### src/rtl/tedet_pkg.sv
// shared types and constants of the text encoding detector
// byte order mark table, encoding codes and the scan snapshot struct
// no dependencies
package tedet_pkg;

    // encoding codes as reported on the result channel
    typedef enum logic [3:0] {
        ENC_UNKNOWN = 4'd0,
        ENC_UTF8    = 4'd1,
        ENC_WIN1252 = 4'd2,
        ENC_U16LE   = 4'd3,
        ENC_U16BE   = 4'd4,
        ENC_U32LE   = 4'd5,
        ENC_U32BE   = 4'd6,
        ENC_UTF7    = 4'd7,
        ENC_UTF1    = 4'd8,
        ENC_EBCDIC  = 4'd9,
        ENC_SCSU    = 4'd10,
        ENC_BOCU1   = 4'd11,
        ENC_GB18030 = 4'd12
    } enc_t;

    localparam int MarkCount = 11;

    // mark bytes, first byte in the lowest bits
    localparam logic [MarkCount-1:0][31:0] MARK_BYTES = '{
        32'h3395_3184,   // gb18030
        32'h0028_EEFB,   // bocu-1
        32'h00FF_FE0E,   // scsu
        32'h7366_73DD,   // utf-ebcdic
        32'h004C_64F7,   // utf-1
        32'h0076_2F2B,   // utf-7
        32'hFFFE_0000,   // utf-32be
        32'h0000_FEFF,   // utf-16le
        32'h0000_FFFE,   // utf-16be
        32'h00BF_BBEF,   // utf-8
        32'h0000_FEFF    // utf-32le
    };

    localparam logic [MarkCount-1:0][2:0] MARK_LEN = '{
        3'd4, 3'd3, 3'd3, 3'd4, 3'd3, 3'd3, 3'd4, 3'd2, 3'd2, 3'd3, 3'd4
    };

    localparam enc_t [MarkCount-1:0] MARK_CODE = '{
        ENC_GB18030, ENC_BOCU1, ENC_SCSU, ENC_EBCDIC, ENC_UTF1, ENC_UTF7,
        ENC_U32BE, ENC_U16LE, ENC_U16BE, ENC_UTF8, ENC_U32LE
    };

    // utf-7 fourth byte choices
    localparam logic [7:0] UTF7_TAIL_8     = 8'h38;
    localparam logic [7:0] UTF7_TAIL_9     = 8'h39;
    localparam logic [7:0] UTF7_TAIL_PLUS  = 8'h2B;
    localparam logic [7:0] UTF7_TAIL_SLASH = 8'h2F;

    // buffer state after the final byte, handed to the verdict logic
    typedef struct packed {
        logic [3:0][7:0] head;
        logic [2:0]      head_count;
        logic [1:0]      len_mod;
        logic [3:0]      and_quad;
        logic [3:0]      or_quad;
        logic [1:0]      and_pair;
        logic [1:0]      or_pair;
        logic            utf8_good;
    } scan_t;

endpackage

### src/rtl/tedet_utf8.sv
// rfc 3629 validity tracker of the text encoding detector
// steps once per byte and reports whether the buffer so far is good utf-8
// no dependencies
module tedet_utf8 (
    input  logic       clk,
    input  logic       rst_n,
    input  logic       step,        // a byte is processed this cycle
    input  logic       clear,       // that byte ends the buffer
    input  logic [7:0] data_byte,
    input  logic       accept_tail,
    output logic       good         // verdict including this byte
);

    typedef enum logic [2:0] {
        LIM_NONE  = 3'd0,
        LIM_A0_BF = 3'd1,
        LIM_80_9F = 3'd2,
        LIM_90_BF = 3'd3,
        LIM_80_8F = 3'd4
    } limit_t;

    logic [1:0] pending_reg, pending_next;
    limit_t     limit_reg, limit_next;
    logic       ok_reg, ok_next;
    logic [7:0] lo, hi;

    // continuation window for the pending byte
    always_comb
    begin
        lo = 8'h80;
        hi = 8'hBF;
        unique case (limit_reg)
            LIM_A0_BF: lo = 8'hA0;
            LIM_80_9F: hi = 8'h9F;
            LIM_90_BF: lo = 8'h90;
            LIM_80_8F: hi = 8'h8F;
            default:   ;
        endcase
    end

    // sequence decoder
    always_comb
    begin
        pending_next = pending_reg;
        limit_next   = LIM_NONE;
        ok_next      = ok_reg;
        if (pending_reg != 2'd0) begin
            if (data_byte < lo || data_byte > hi) begin
                ok_next      = 1'b0;
                pending_next = 2'd0;
            end else begin
                pending_next = pending_reg - 2'd1;
            end
        end else if (data_byte < 8'h80) begin
            ok_next = ok_reg;
        end else if (data_byte < 8'hC2) begin
            ok_next = 1'b0;
        end else if (data_byte < 8'hE0) begin
            pending_next = 2'd1;
        end else if (data_byte < 8'hF0) begin
            pending_next = 2'd2;
            if (data_byte == 8'hE0) limit_next = LIM_A0_BF;
            else if (data_byte == 8'hED) limit_next = LIM_80_9F;
        end else if (data_byte < 8'hF5) begin
            pending_next = 2'd3;
            if (data_byte == 8'hF0) limit_next = LIM_90_BF;
            else if (data_byte == 8'hF4) limit_next = LIM_80_8F;
        end else begin
            ok_next = 1'b0;
        end
    end

    // open sequence at the end counts only when the tail is accepted
    assign good = ok_next && (pending_next == 2'd0 || accept_tail);

    // tracker state, back to reset at buffer end
    always_ff @(posedge clk or negedge rst_n)
    begin
        if (!rst_n) begin
            pending_reg <= 2'd0;
            limit_reg   <= LIM_NONE;
            ok_reg      <= 1'b1;
        end else if (step) begin
            if (clear) begin
                pending_reg <= 2'd0;
                limit_reg   <= LIM_NONE;
                ok_reg      <= 1'b1;
            end else begin
                pending_reg <= pending_next;
                limit_reg   <= limit_next;
                ok_reg      <= ok_next;
            end
        end
    end

endmodule

### src/rtl/tedet_verdict.sv
// verdict logic of the text encoding detector
// byte order mark match in table order, then zero pattern decode
// depends on tedet_pkg
module tedet_verdict (
    input  tedet_pkg::scan_t scan,
    output tedet_pkg::enc_t  code,
    output logic [2:0]       mark_length
);

    logic [tedet_pkg::MarkCount-1:0] hit;
    logic                            found;
    tedet_pkg::enc_t                 mark_code;
    logic [2:0]                      mark_len;
    tedet_pkg::enc_t                 e_and, e_or;
    logic [7:0]                      tail;

    function automatic tedet_pkg::enc_t decode_quad(input logic [3:0] p);
        case (p)
            4'h1, 4'h3: decode_quad = tedet_pkg::ENC_U32LE;
            4'h5:       decode_quad = tedet_pkg::ENC_U16LE;
            4'h8, 4'hC: decode_quad = tedet_pkg::ENC_U32BE;
            4'hA:       decode_quad = tedet_pkg::ENC_U16BE;
            4'hF:       decode_quad = tedet_pkg::ENC_UTF8;
            default:    decode_quad = tedet_pkg::ENC_UNKNOWN;
        endcase
    endfunction

    function automatic tedet_pkg::enc_t decode_pair(input logic [1:0] p);
        case (p)
            2'h1:    decode_pair = tedet_pkg::ENC_U16LE;
            2'h2:    decode_pair = tedet_pkg::ENC_U16BE;
            2'h3:    decode_pair = tedet_pkg::ENC_UTF8;
            default: decode_pair = tedet_pkg::ENC_UNKNOWN;
        endcase
    endfunction

    assign tail = scan.head[3];

    // per-entry mark compare, only over bytes the entry uses
    always_comb
    begin
        for (int i = 0; i < tedet_pkg::MarkCount; i++) begin
            hit[i] = scan.head_count >= tedet_pkg::MARK_LEN[i];
            for (int k = 0; k < 4; k++) begin
                if (k < int'(tedet_pkg::MARK_LEN[i]) &&
                    scan.head[k] != tedet_pkg::MARK_BYTES[i][8*k +: 8])
                    hit[i] = 1'b0;
            end
            // utf-7 needs a fourth byte from its short list
            if (tedet_pkg::MARK_CODE[i] == tedet_pkg::ENC_UTF7) begin
                if (scan.head_count < 3'd4 ||
                    !(tail == tedet_pkg::UTF7_TAIL_8 || tail == tedet_pkg::UTF7_TAIL_9 ||
                      tail == tedet_pkg::UTF7_TAIL_PLUS ||
                      tail == tedet_pkg::UTF7_TAIL_SLASH))
                    hit[i] = 1'b0;
            end
        end
    end

    // hit with the lowest table index wins, i.e. the entry listed last in the package
    always_comb
    begin
        found     = 1'b0;
        mark_code = tedet_pkg::ENC_UNKNOWN;
        mark_len  = 3'd0;
        for (int i = tedet_pkg::MarkCount - 1; i >= 0; i--) begin
            if (hit[i]) begin
                found     = 1'b1;
                mark_code = tedet_pkg::MARK_CODE[i];
                mark_len  = tedet_pkg::MARK_LEN[i];
            end
        end
    end

    // pattern decode chosen by length modulo four
    always_comb
    begin
        case (scan.len_mod)
            2'd0:
            begin
                e_and = decode_quad(scan.and_quad);
                e_or  = decode_quad(scan.or_quad);
            end
            2'd2:
            begin
                e_and = decode_pair(scan.and_pair);
                e_or  = decode_pair(scan.or_pair);
            end
            default:
            begin
                e_and = tedet_pkg::ENC_UTF8;
                e_or  = tedet_pkg::ENC_UTF8;
            end
        endcase
    end

    // final choice
    always_comb
    begin
        mark_length = 3'd0;
        if (found) begin
            code        = mark_code;
            mark_length = mark_len;
        end else if (e_and != e_or) begin
            code = tedet_pkg::ENC_UNKNOWN;
        end else if (e_and != tedet_pkg::ENC_UTF8) begin
            code = e_and;
        end else if (scan.utf8_good) begin
            code = tedet_pkg::ENC_UTF8;
        end else begin
            code = tedet_pkg::ENC_WIN1252;
        end
    end

endmodule

### src/rtl/text_encoding_detector.sv
// text encoding detector, top level
// input register, per-byte scan state, verdict logic and result register
// depends on tedet_pkg, tedet_utf8, tedet_verdict
//
// usage
// - the slave stream carries one buffer byte per request; tlast marks the
//   final byte of a buffer. only the final byte produces a result request.
// - the master stream returns one result per buffer: encoding code and the
//   number of byte order mark bytes to skip.
// - one byte per cycle sustained unless a final byte is held back: each byte
//   sits in the input register while the scan state and the verdict are
//   updated by small compare logic, then the verdict goes to the result register.
// - a final byte moves from the input register into the result register
//   once the result register is free.
// - when the receiver stalls with a result pending, bytes that are not the
//   end of a buffer keep flowing; a further final byte waits in the input
//   register and the slave side stops only then.
// - reset clears the scan state and both stages; the tail acceptance
//   register resets to one and is written through cfg_wen / cfg_wdata.
// - every buffer end returns the scan state to reset, so the next byte
//   starts a new buffer.
module text_encoding_detector (
    input  logic       clk,
    input  logic       rst_n,
    // configuration
    input  logic       cfg_wen,
    input  logic       cfg_wdata,      // accept_truncated_tail
    // byte stream
    input  logic       s_tvalid,
    output logic       s_tready,
    input  logic [7:0] s_tdata,        // [7:0] data_byte
    input  logic       s_tlast,        // last_byte
    // result stream
    output logic       m_tvalid,
    input  logic       m_tready,
    output logic [7:0] m_tdata         // [3:0] encoding_code, [6:4] mark_length, [7] zero
);

    logic            accept_tail_reg;
    logic            in_valid_reg;
    logic [7:0]      in_byte_reg;
    logic            in_last_reg;
    logic            advance;

    logic [3:0][7:0] head_reg, head_next;
    logic [2:0]      head_count_reg, head_count_next;
    logic [1:0]      len_mod_reg, len_mod_next;
    logic [3:0]      group_reg, group_next;
    logic [3:0]      and_quad_reg, and_quad_next;
    logic [3:0]      or_quad_reg, or_quad_next;
    logic [1:0]      and_pair_reg, and_pair_next;
    logic [1:0]      or_pair_reg, or_pair_next;
    logic [1:0]      pair_bits;
    logic            utf8_good;

    tedet_pkg::scan_t scan;
    tedet_pkg::enc_t  code;
    logic [2:0]       mark_len;

    logic            out_valid_reg;
    logic [3:0]      out_code_reg;
    logic [2:0]      out_len_reg;

    // a final byte moves on only when the result register is free
    assign advance  = in_valid_reg && (!in_last_reg || !out_valid_reg || m_tready);
    assign s_tready = !in_valid_reg || advance;

    // configuration register
    always_ff @(posedge clk or negedge rst_n)
    begin
        if (!rst_n)
            accept_tail_reg <= 1'b1;
        else if (cfg_wen)
            accept_tail_reg <= cfg_wdata;
    end

    // input register
    always_ff @(posedge clk or negedge rst_n)
    begin
        if (!rst_n)
            in_valid_reg <= 1'b0;
        else if (s_tready)
            in_valid_reg <= s_tvalid;
    end

    always_ff @(posedge clk)
    begin
        if (s_tready && s_tvalid) begin
            in_byte_reg <= s_tdata;
            in_last_reg <= s_tlast;
        end
    end

    // head bytes and zero patterns
    always_comb
    begin
        head_next       = head_reg;
        head_count_next = head_count_reg;
        if (head_count_reg < 3'd4) begin
            head_next[head_count_reg[1:0]] = in_byte_reg;
            head_count_next                = head_count_reg + 3'd1;
        end

        group_next = (len_mod_reg == 2'd0) ? 4'd0 : group_reg;
        if (in_byte_reg != 8'd0)
            group_next[len_mod_reg] = 1'b1;

        pair_bits     = len_mod_reg[1] ? group_next[3:2] : group_next[1:0];
        and_pair_next = and_pair_reg;
        or_pair_next  = or_pair_reg;
        if (len_mod_reg[0]) begin
            and_pair_next = and_pair_reg & pair_bits;
            or_pair_next  = or_pair_reg | pair_bits;
        end

        and_quad_next = and_quad_reg;
        or_quad_next  = or_quad_reg;
        if (len_mod_reg == 2'd3) begin
            and_quad_next = and_quad_reg & group_next;
            or_quad_next  = or_quad_reg | group_next;
        end

        len_mod_next = len_mod_reg + 2'd1;
    end

    // scan state, back to reset at buffer end
    always_ff @(posedge clk or negedge rst_n)
    begin
        if (!rst_n) begin
            head_count_reg <= 3'd0;
            len_mod_reg    <= 2'd0;
            group_reg      <= 4'd0;
            and_quad_reg   <= 4'hF;
            or_quad_reg    <= 4'h0;
            and_pair_reg   <= 2'h3;
            or_pair_reg    <= 2'h0;
        end else if (advance) begin
            if (in_last_reg) begin
                head_count_reg <= 3'd0;
                len_mod_reg    <= 2'd0;
                group_reg      <= 4'd0;
                and_quad_reg   <= 4'hF;
                or_quad_reg    <= 4'h0;
                and_pair_reg   <= 2'h3;
                or_pair_reg    <= 2'h0;
            end else begin
                head_count_reg <= head_count_next;
                len_mod_reg    <= len_mod_next;
                group_reg      <= group_next;
                and_quad_reg   <= and_quad_next;
                or_quad_reg    <= or_quad_next;
                and_pair_reg   <= and_pair_next;
                or_pair_reg    <= or_pair_next;
            end
        end
    end

    // head bytes hold no reset, only entries below the count are read
    always_ff @(posedge clk)
    begin
        if (advance)
            head_reg <= head_next;
    end

    // utf-8 validity tracker
    tedet_utf8 u_utf8 (
        .clk         (clk),
        .rst_n       (rst_n),
        .step        (advance),
        .clear       (in_last_reg),
        .data_byte   (in_byte_reg),
        .accept_tail (accept_tail_reg),
        .good        (utf8_good)
    );

    // verdict from the state including the final byte
    always_comb
    begin
        scan.head       = head_next;
        scan.head_count = head_count_next;
        scan.len_mod    = len_mod_next;
        scan.and_quad   = and_quad_next;
        scan.or_quad    = or_quad_next;
        scan.and_pair   = and_pair_next;
        scan.or_pair    = or_pair_next;
        scan.utf8_good  = utf8_good;
    end

    tedet_verdict u_verdict (
        .scan        (scan),
        .code        (code),
        .mark_length (mark_len)
    );

    // result register
    always_ff @(posedge clk or negedge rst_n)
    begin
        if (!rst_n)
            out_valid_reg <= 1'b0;
        else if (advance && in_last_reg)
            out_valid_reg <= 1'b1;
        else if (m_tready)
            out_valid_reg <= 1'b0;
    end

    always_ff @(posedge clk)
    begin
        if (advance && in_last_reg) begin
            out_code_reg <= code;
            out_len_reg  <= mark_len;
        end
    end

    assign m_tvalid = out_valid_reg;
    assign m_tdata  = {1'b0, out_len_reg, out_code_reg};

endmodule
### config.mk
export PLATFORM = sky130hd
export DESIGN_NAME = text_encoding_detector
export DESIGN_NICKNAME = d
export VERILOG_FILES = /design/src/rtl/tedet_pkg.sv /design/src/rtl/tedet_utf8.sv /design/src/rtl/tedet_verdict.sv /design/src/rtl/text_encoding_detector.sv
export SDC_FILE = /design/constraint.sdc
export NUM_CORES = 1
export LEC_CHECK = 0
export BUFFER_PORTS_ARGS = -buffer_cell sky130_fd_sc_hd__buf_2
export CAP_MARGIN = 25
export CORE_UTILIZATION = 67
export DETAILED_ROUTE_END_ITERATION = 8
export PLACE_DENSITY = 0.93
export SYNTH_ARGS = -nofsm -noshare
export SYNTH_HDL_FRONTEND = slang
export SYNTH_SLANG_ARGS = --single-unit
### constraint.sdc
create_clock -name clk -period 5.9 [get_ports clk]
set_input_delay 1.77 -clock clk [delete_from_list [all_inputs] [get_ports clk]]
set_output_delay 1.77 -clock clk [all_outputs]
set_load 0.03 [all_outputs]
==> flow_summary.yaml <==
timing:
  grt_setup_unrepaired: "no"
  finalCritPeriodShare: 0.690
  layout_setup_ws_ns: 1.83
  tightest_slew_ns: 0.995
  whs_ns: 0.511
  hold_violations: 0
  maxSlewHeadroom: 0.337
  period_needed_ns: 4.07
  max_freq_mhz: 246
  drv_slew: 0
  setup_tns_ns: 0
  setup_viol: 0
  finClkSkew_ns: 0.0199
power_and_ir_drop:
  sw_frac_of_total: 0.401
  power_leakage_nw: 2.30
  internal_power_w: 0.00118
  power_frac_seq: 0.412
  switchingPower_w: 0.000787
  p_clk_frac: 0.205
  ir_drop_uv: 240
  p_comb_frac: 0.383
  power.density_mw_per_mm2: 349
clock_tree:
  post_cts_buffers: 0
  clock-sinks: 78
  htreeDepth: 3
  clkTransAtPathRegs_ns: 0.10
  cts_tree: "built"
  root_buffer: "clkbuf_8"
  cts_made_buffers: 9
  clk-insertion-delay-late_ns: 0.38
  postCtsResizedCells: 0
  hold_buffers: 0
  ctsLongestPathBuffers: 2
die:
  initial_utilization: 0.694
  io_pins: 25
  die_w_um: 91.5
  coreArea_mm2: 0.00773
  die_area_mm2: 0.00837
  die_h_um: 91.5
  rows: 32
drt:
  ant_nets: 0
  drtIter0Drc: 505
  drc_errors: 0
  drtPass1Iterations: 6
  via_count: 4647
  post_drt_wl_per_cell_um: 20.5
  wl_um: 13800
  via_per_inst: 6.93
worst_setup_path:
  worstReg2RegEnd: "out_code_reg[1]"
  rrSetupSlack_ns: 2.07
  rr_worst_depth: 11
  critical_path.max_fanout: 3
  crit_chain: "buf_2 -> nand4b_1 -> buf_2"
  cp_top_family: "buffers and inverters"
  crit_slowest_cell: "buf_2"
  cp.arrival_ns: 2.30
  rr_startpoint: "head_count_reg[0]"
  worst_setup_path_end_kind: "output port"
  worst-setup-path-type: "in2out"
  cp-start-kind: "primary input"
  path_buf_inv: 2
  cp_common_cell: "buf_2"
  slowest_delay_ns: 0.22
  required_ns: 4.13
min_path:
  min_to: "group_reg[3]"
  min_path_cells: 1
  hp-start: "group_reg[3]"
  min_path_type: "reg2reg"
synth:
  syn_inst: 565
  yosys_most_used_dff: "edfxtp_1"
  synth_cell_types: 79
  syn_nets: 592
  synth_edf_count: 48
  async_flop_share: 0.385
  yosys.area.top_type: "edfxtp_1"
  ys_top_cells_by_area: "edfxtp_1 27%, dfrtp_1 10%, mux2i_1 5.6%, mux2_2 4.6%, dfstp_2 3.9%"
  syn_avg_cell_area_um2: 9.49
  yosysWarnings: 0
  syn_area_mm2: 0.00536
  synth_top_area_share: 0.269
  synth_seq_area_share: 0.411
  ys_ff_latch: 78
layout:
  layout_commonest_cell: "nand2_1"
  layout-drive-gt1-share: 0.155
  largest_reg_flops: 32
  antenna-diode-count: 0
  syn_to_final_growth_pct: 4.97
  fillerInstances: 545
  final_cell_mix: "51 x nand2_1, 49 x nor2_1, 48 x edfxtp_1"
  nNetsFinal: 591
global_route:
  grt.overflow.total: 0
  first_global_vias: 4427
  antenna_found_initial: 0
  grt_pass1_wl_um: 22400
  grt_max_degree: 48
  grt_usage: 0.346
placement:
  hpwl_um: 9970
  gp_congestion: 1.03
  pre_cts_ws_ns: 1.83
  port-buffer-count: 23
job:
  maxCapViolations: 0
outcome:
  status: "complete, no violations"
cell usage after synthesis, types with 7 or more instances:
| cell | count |
|---|---|
| edfxtp_1 | 48 |
| nand2b_1 | 17 |
| clkbuf_1 | 22 |
| a31oi_1 | 13 |
| o21ai_0 | 26 |
| o211ai_1 | 7 |
| nor4_1 | 8 |
| nor2_1 | 49 |
| dfstp_2 | 8 |
| nand4_1 | 12 |
| mux2_2 | 22 |
| inv_1 | 32 |
| a21oi_1 | 18 |
| buf_2 | 8 |
| nor3_1 | 22 |
| nand2_1 | 51 |
| nor3b_1 | 7 |
| ha_1 | 12 |
| mux2i_1 | 30 |
| nand3_1 | 12 |
| dfrtp_1 | 22 |
worst max-delay path by stage:
stage              from  endpoint  slack [ns]  cells past startpoint
6_report       m_tready  s_tready        1.83                      3
5_1_grt        m_tready  s_tready        1.78                      3
4_1_cts        m_tready  s_tready        1.83                      3
3_5_place_dp   m_tready  s_tready        1.83                      3
3_3_place_gp   m_tready  s_tready        1.86                      3
2_1_floorplan  m_tready  s_tready        1.95                      1
metrics by stage:
step	std cells	util	area (µm²)	power (W)
after global placement	655	0.704	5440	0.00151
after detailed placement	655	0.704	5440	0.00154
final	671	0.729	5630	0.00196
after CTS	671	0.729	5630	0.00193
after global routing	671	0.729	5630	0.00205
after floorplan	565	-	5360	0.00135
cells by family (layout without fill, tap and decap cells):
group	count (synthesis)	in the layout	share of synthesized area
other	1	1	0.000699
buffers and inverters	68	72	0.0546
AOI/OAI and AO/OA	117	117	0.153
muxes	52	52	0.102
and+or+nand+nor	233	233	0.244
adders and majority gates	12	12	0.0280
xor gates and xnor gates	4	4	0.00653
DFF	78	78	0.411
metal layers:
metal / vias to the layer above / global-route usage / wire, µm
met3: 47 / 0.0645 / 1380
met2: 309 / 0.563 / 6300
met1: 2182 / 0.468 / 5640
met5: - / 0 / 0
li1: 2109 / - / -
met4: 0 / 0.108 / 440
power groups by stage:
stage	combinational, W	clock, W	sequential, W
final	0.000751	0.000402	0.000809
after global routing	0.000804	0.000422	0.000822
after CTS	0.000726	0.000401	0.000804
after detailed placement	0.000724	0	0.000815
after global placement	0.000702	0	0.000808
after floorplan	0.000576	0	0.000778
cell type report:
cell class | instances | area (µm²) | area share
clock buffer | 11 | 153 | 0.0271
sequential | 78 | 2200 | 0.391
timing repair buffer | 24 | 123 | 0.0218
tap | 102 | 128 | 0.0227
multi-input combinational | 419 | 2870 | 0.510
inverter | 32 | 120 | 0.0213
clock inverter | 5 | 36.3 | 0.00644
(Power assumes the default switching activity.)
